`src/rtl/core/gmb_pkg.sv`:
```
// ----------------------------------------------------------------------------
// gmb_pkg
// shared types and codes of the grid maze path search block
// ----------------------------------------------------------------------------
package gmb_pkg;

    localparam logic [1:0] FUNC_LOAD  = 2'd0;
    localparam logic [1:0] FUNC_SOLVE = 2'd1;
    localparam logic [1:0] FUNC_READ  = 2'd2;

    localparam logic [2:0] CFG_NUM_ROWS  = 3'd0;
    localparam logic [2:0] CFG_NUM_COLS  = 3'd1;
    localparam logic [2:0] CFG_START_ROW = 3'd2;
    localparam logic [2:0] CFG_START_COL = 3'd3;
    localparam logic [2:0] CFG_END_ROW   = 3'd4;
    localparam logic [2:0] CFG_END_COL   = 3'd5;

    localparam logic [1:0] DIR_DOWN  = 2'd0;
    localparam logic [1:0] DIR_RIGHT = 2'd1;
    localparam logic [1:0] DIR_LEFT  = 2'd2;
    localparam logic [1:0] DIR_UP    = 2'd3;

    localparam logic [11:0] LEN_MAX = 12'hFFF;

    typedef struct packed {
        logic [1:0] func;
        logic [5:0] cell_row;
        logic [5:0] cell_col;
        logic       blocked;
    } gmb_in_t;

    typedef struct packed {
        logic        found;
        logic [11:0] path_length;
        logic        move_valid;
        logic [1:0]  move;
        logic        last_move;
    } gmb_out_t;

    typedef struct packed {
        logic load;
        logic read;
        logic clr;
        logic init;
        logic fail;
        logic deq;
        logic cur;
        logic nb_read;
        logic nb_take;
        logic dir_next;
        logic tr_begin;
        logic tr_read;
        logic tr_step;
        logic succeed;
    } gmb_cmd_t;

    typedef struct packed {
        logic clr_last;
        logic in_range;
        logic q_empty;
        logic cur_is_end;
        logic nb_in;
        logic nb_free;
        logic dir_last;
        logic t_at_start;
    } gmb_stat_t;

endpackage

```
`src/rtl/core/gmb_ctrl.sv`:
```
// ----------------------------------------------------------------------------
// gmb_ctrl
// sequencer for load and read commands and the clear, search and trace-back phases of a solve
// ----------------------------------------------------------------------------
module gmb_ctrl
    import gmb_pkg::*;
(
    input  logic      clk,
    input  logic      rst_n,
    input  logic      start,
    input  logic [1:0] func,
    output logic      busy,
    output gmb_cmd_t  cmd,
    input  gmb_stat_t stat
);

    localparam logic [3:0] S_IDLE = 4'd0;
    localparam logic [3:0] S_CLR  = 4'd1;
    localparam logic [3:0] S_INIT = 4'd2;
    localparam logic [3:0] S_DEQ  = 4'd3;
    localparam logic [3:0] S_CUR  = 4'd4;
    localparam logic [3:0] S_NB   = 4'd5;
    localparam logic [3:0] S_CHK  = 4'd6;
    localparam logic [3:0] S_TR   = 4'd7;
    localparam logic [3:0] S_TW   = 4'd8;

    logic [3:0] state_reg;
    logic [3:0] state_next;

    assign busy = (state_reg != S_IDLE);

    always_comb
    begin
        state_next = state_reg;
        cmd        = '0;
        unique case (state_reg)
            S_IDLE:
            begin
                if (start)
                begin
                    cmd.load = (func == FUNC_LOAD);
                    cmd.read = (func == FUNC_READ);
                    if (func == FUNC_SOLVE)
                    begin
                        state_next = S_CLR;
                    end
                end
            end
            S_CLR:
            begin
                cmd.clr = 1'b1;
                if (stat.clr_last)
                begin
                    state_next = S_INIT;
                end
            end
            S_INIT:
            begin
                if (stat.in_range)
                begin
                    cmd.init   = 1'b1;
                    state_next = S_DEQ;
                end
                else
                begin
                    cmd.fail   = 1'b1;
                    state_next = S_IDLE;
                end
            end
            S_DEQ:
            begin
                if (stat.q_empty)
                begin
                    cmd.fail   = 1'b1;
                    state_next = S_IDLE;
                end
                else
                begin
                    cmd.deq    = 1'b1;
                    state_next = S_CUR;
                end
            end
            S_CUR:
            begin
                cmd.cur    = 1'b1;
                state_next = S_NB;
            end
            S_NB:
            begin
                priority if (stat.cur_is_end)
                begin
                    cmd.tr_begin = 1'b1;
                    state_next   = S_TR;
                end
                else if (stat.nb_in)
                begin
                    cmd.nb_read = 1'b1;
                    state_next  = S_CHK;
                end
                else
                begin
                    cmd.dir_next = 1'b1;
                    state_next   = stat.dir_last ? S_DEQ : S_NB;
                end
            end
            S_CHK:
            begin
                cmd.nb_take  = stat.nb_free;
                cmd.dir_next = 1'b1;
                state_next   = stat.dir_last ? S_DEQ : S_NB;
            end
            S_TR:
            begin
                if (stat.t_at_start)
                begin
                    cmd.succeed = 1'b1;
                    state_next  = S_IDLE;
                end
                else
                begin
                    cmd.tr_read = 1'b1;
                    state_next  = S_TW;
                end
            end
            S_TW:
            begin
                cmd.tr_step = 1'b1;
                state_next  = S_TR;
            end
            default:
            begin
                state_next = S_IDLE;
            end
        endcase
    end

    always_ff @(posedge clk or negedge rst_n)
    begin
        if (!rst_n)
        begin
            state_reg <= S_IDLE;
        end
        else
        begin
            state_reg <= state_next;
        end
    end

endmodule

```
`config.mk`:
```
export PLATFORM = sky130hd
export DESIGN_NAME = gmb_ctrl
export DESIGN_NICKNAME = d
export VERILOG_FILES = /design/src/rtl/core/gmb_pkg.sv /design/src/rtl/core/gmb_ctrl.sv
export SDC_FILE = /design/constraint.sdc
export NUM_CORES = 1
export LEC_CHECK = 0
export ABC_AREA = 1
export BUFFER_PORTS_ARGS = -buffer_cell sky130_fd_sc_hd__buf_2
export CORE_AREA = 2 2 39 41
export CTS_CLUSTER_DIAMETER = 30
export DETAILED_ROUTE_END_ITERATION = 10
export DIE_AREA = 0 0 41 43
export SKIP_CTS_REPAIR_TIMING = 1
export SLEW_MARGIN = 20
export SYNTH_ARGS = -nofsm -noshare
export SYNTH_HDL_FRONTEND = slang
export SYNTH_SLANG_ARGS = --single-unit
```
`constraint.sdc`:
```
create_clock -name clk -period 2.3 [get_ports clk]
set_input_delay 0.115 -clock clk [delete_from_list [all_inputs] [get_ports clk]]
set_output_delay 0.115 -clock clk [all_outputs]
set_load 0.02 [all_outputs]
```
* Word-level counts from Yosys, hierarchy flattened
Index checks and enable logic that the tools add are counted.
** Storage, ports and cells
- Output and inout bits :: 15
- Logic and storage cells :: 53
- Register bits :: 4
** Cells by class
- Reductions and logical operators :: 4
- Mux-type cells :: 35
- Equal/unequal tests :: 13
** Operators with widths (count)
- $pmux 4 s9 :: 1
- $mux 1 :: 21
- $mux 4 :: 5
- $eq 4x3->1 const B :: 4
- $mux 3 :: 3
- $eq 4x2->1 const B :: 2
- $mux 2 :: 3
- $ne 2x2->1 const B :: 3
- $eq 4x1->1 const B :: 1
- $eq 4x4->1 const B :: 1
- $logic_not 4->1 :: 1
- $pmux 1 s2 :: 2
- $reduce_bool 4->1 :: 1
- $reduce_and 3->1 :: 1
- $eq 2x1->1 const B :: 1
- $eq 2x2->1 const B :: 1
- $logic_not 2->1 :: 1

* Depth between registers and ports, before layout
- Depth after elaboration :: 4
- Mapped depth :: 8

* Least setup slack after synthesis
Ideal clock, no wire load.
- Kind :: reg-to-output
- Start point :: reg state_reg[0]
- End point :: out cmd[12] in the netlist's numbering
- Stages on the path, launching flop included :: 4
- Data arrival time :: 1.487 ns
- Buffers on the path :: 0
- Required time :: 2.185 ns
- Path slack :: 0.698 ns
- Cell sequence :: dfrtp_1 nor2_1 nand2_1 nor4_1
** RTL lines
- from (decl) :: RTL line gmb_ctrl.sv:27 : logic [3:0] state_reg;
- from (signal assigned) :: RTL line gmb_ctrl.sv:145 : state_reg <= state_next;
- to (decl) :: RTL line gmb_ctrl.sv:13 : output gmb_cmd_t cmd,

==> insert_results.sql <==
INSERT INTO impl_metrics (metric_group, metric, value, unit) VALUES
('yosys', 'syn_area_per_cell', '5.52', 'um2'),
('placement', 'place_hpwl', '929', 'um'),
('global_routing', 'grt_max_degree', '8', ''),
('setup_path', 'worst_r2r_startpoint', 'state_reg[2]$_DFFE_PN0P_', ''),
('sta', 'setup_viol', '0', ''),
('layout', 'post_route_cells_drive_above_1_share', '0.346', ''),
('cts', 'clk_path_buf_depth', '2', ''),
('sta', 'hold_violations', '0', ''),
('cts', 'clkSlewWorstSetupHoldPaths', '40', 'ps'),
('power_and_ir_drop', 'fin_total_pwr', '0.559', 'mW'),
('setup_path', 'crit_type', 'flop to output port', ''),
('sta', 'max-slew-margin-rel', '0.801', ''),
('sta', 'fin_tns_setup', '0', 'ps'),
('cts', 'clk-insertion-delay-late', '240', 'ps'),
('routing', 'antenna_left', '0', ''),
('layout', 'nets', '122', ''),
('placement', 'port_buffers', '27', ''),
('routing', 'avgRoutedWirePerCell', '8.63', 'um'),
('yosys', 'ys_types', '13', ''),
('placement', 'gp_congestion', '0.723', ''),
('yosys', 'synth.yosys.warnings', '0', ''),
('setup_path', 'cp_max_fo', '6', ''),
('setup_path', 'timing.critical_path.arrival', '1450', 'ps'),
('routing', 'drt_initial_violations', '5', ''),
('cts', 'htreeDepth', '1', ''),
('yosys', 'postSynthNetCount', '89', ''),
('setup_path', 'critical-path-top-cell-by-count', 'sky130_fd_sc_hd__inv_1', ''),
('die', 'coreArea', '1380', 'um2'),
('routing', 'wl', '1060', 'um'),
('die', 'rows', '14', ''),
('run', 'max-cap-violations', '0', ''),
('die', 'io_pins', '28', ''),
('sta', 'final.hold.worst_slack', '54.8', 'ps'),
('setup_path', 'cp-endpoint', 'cmd[4]', ''),
('cts', 'clock_tree.root_cell', 'sky130_fd_sc_hd__clkbuf_4', ''),
('setup_path', 'critical-path-max-stage-delay', '420', 'ps'),
('min_path', 'worst_hold_path.num_cells', '2', ''),
('global_routing', 'antenna_found_initial', '0', ''),
('global_routing', 'global_route_wire_length_before_repair', '1740', 'um'),
('yosys', 'synth_sequential_area_ratio', '0.239', ''),
('setup_path', 'crit_slowest_cell', 'sky130_fd_sc_hd__dfrtp_1', ''),
('setup_path', 'setup.reg_to_reg.worst_slack', '1050', 'ps'),
('sta', 'rsz_0062_raised_after_global_routing', 'false', ''),
('routing', 'drt-pass1-iter-count', '2', ''),
('setup_path', 'critical_path.endpoint_type', 'output port', ''),
('yosys', 'ys_ff_latch', '4', ''),
('setup_path', 'crit_path_cell_trace', 'inv_1 -> nand2_2 -> nor2_1 -> inv_1 -> o21ai_0 -> buf_2', ''),
('sta', 'min_period_over_period', '0.679', ''),
('global_routing', 'grtUsageTotal', '0.148', ''),
('run_status', 'run_status', 'finished clean', ''),
('routing', 'routed-via-count', '535', ''),
('power_and_ir_drop', 'vdd_drop_max', '0.000395', 'V'),
('yosys', 'syn-cell-area', '419', 'um2'),
('yosys', 'synth_cells', '76', ''),
('layout', 'syn2layout_area_growth', '44.8', '%'),
('die', 'floorplan.initialDensity', '0.303', ''),
('setup_path', 'reg2reg_to', 'state_reg[0]$_DFFE_PN0P_', ''),
('routing', 'routed_via_density', '4.35', ''),
('cts', 'numCtsBuffers', '3', ''),
('sta', 'tightest_slew', '298', 'ps'),
('cts', 'cts_tree', 'built', ''),
('layout', 'largest_reg_flops', '4', ''),
('setup_path', 'crit_path_start_kind', 'flop', ''),
('layout', 'diodes', '0', ''),
('sta', 'worst_clock_skew', '0.746', 'ps'),
('die', 'die_area', '1760', 'um2'),
('cts', 'cts_num_sinks', '4', ''),
('sta', 'slew_viol_final', '0', ''),
('global_routing', 'number_of_global_route_vias_before_repair', '456', ''),
('global_routing', 'gr-total-overflow', '0', ''),
('die', 'die_width', '41', 'um'),
('setup_path', 'setup.worst_path.start', 'state_reg[1]$_DFFE_PN0P_', ''),
('min_path', 'min_delay_path_class', 'input port to flop', ''),
('power_and_ir_drop', 'total_leakage_power', '0.399', 'nW'),
('die', 'die_h', '43', 'um'),
('sta', 'fmaxAchievable', '0.641', 'GHz'),
('routing', 'detail_route.drc_violations', '0', ''),
('layout', 'layout_utilization', '0.439', ''),
('setup_path', 'r2r_cells', '8', ''),
('setup_path', 'cp.required', '2180', 'ps'),
('power_and_ir_drop', 'power_density', '921', 'nW/um2'),
('sta', 'layout_min_cycle_time', '1560', 'ps');
[worst max-delay path: cells and delay by family (launching register included)]
kind / cells / cell delay [ps]
AND/OR/NAND/NOR: 2 / 240
AO/OA/AOI/OAI: 1 / 130
flip-flops: 1 / 420
buffers and inverters: 3 / 420
[metal layers]
metal	up-vias	wire length (um)	global-route usage
met2	12	547	0.209
met3	0	44	0.0314
li1	295	-	-
met1	228	469	0.192
met5	-	0	0
met4	0	0	0.100
[layout by cell type (no fill, tap or decap), drive strengths merged]
cell type and count:
dfrtp 4, inv 18, dlygate4sd3 1, nor4 2, nand4 3, o21ai 5
nor2 20, buf 27, or2 1, clkbuf 3, nand3 6, nand2 17
[metrics by stage]
step | setup WS (ps) | instances | area (um2)
after global routing | 613 | 123 | 607
final | 739 | 123 | 607
after detailed placement | 984 | 119 | 574
after CTS | 723 | 122 | 597
after global placement | 1010 | 119 | 574
after floorplan | 698 | 76 | 419
[synthesized netlist by cell type]
library cell | n | area share
sky130_fd_sc_hd__inv_1 | 18 | 0.16
sky130_fd_sc_hd__nor2_1 | 16 | 0.14
sky130_fd_sc_hd__nand2_1 | 15 | 0.13
sky130_fd_sc_hd__nand3_1 | 6 | 0.072
sky130_fd_sc_hd__dfrtp_1 | 4 | 0.24
sky130_fd_sc_hd__o21ai_0 | 4 | 0.048
sky130_fd_sc_hd__nand4_1 | 3 | 0.045
sky130_fd_sc_hd__nor2_2 | 3 | 0.045
sky130_fd_sc_hd__nand2_2 | 2 | 0.030
sky130_fd_sc_hd__nor4_1 | 2 | 0.030
sky130_fd_sc_hd__nor2_4 | 1 | 0.027
sky130_fd_sc_hd__o21ai_1 | 1 | 0.012
sky130_fd_sc_hd__or2_2 | 1 | 0.015
[worst min-delay path by stage]
stage / from / to / slack, ps
2_1_floorplan: rst_n / state_reg[0]$_DFFE_PN0P_ / -180
3_3_place_gp: rst_n / state_reg[3]$_DFFE_PN0P_ / -80
3_5_place_dp: rst_n / state_reg[3]$_DFFE_PN0P_ / -70
4_1_cts: rst_n / state_reg[3]$_DFFE_PN0P_ / -330
5_1_grt: stat[0] / state_reg[3]$_DFFE_PN0P_ / 50
6_report: stat[0] / state_reg[3]$_DFFE_PN0P_ / 50
[cell families after synthesis]
group | after synthesis | share of synthesized area
AND/OR/NAND/NOR | 49 | 0.540
buffers and inverters | 18 | 0.161
AO/OA/AOI/OAI | 5 | 0.0597
flip-flops | 4 | 0.239
[area by class of cell]
| class | instances | area [um2] |
|---|---|---|
| clock buffer | 3 | 22.5 |
| fill | 157 | 777 |
| timing repair buffer | 28 | 145 |
| tap | 16 | 20.0 |
| sequential | 4 | 100 |
| multi-input combinational | 54 | 251 |
| inverter | 18 | 67.6 |
[power breakdown]
group	total (mW)	internal (mW)	switching [mW]
clock network	0.0904	0.0586	0.0318
registers	0.127	0.0919	0.0353
logic	0.341	0.115	0.226
total	0.559	0.266	0.293
Note: power is estimated with default switching activity, not from simulation.
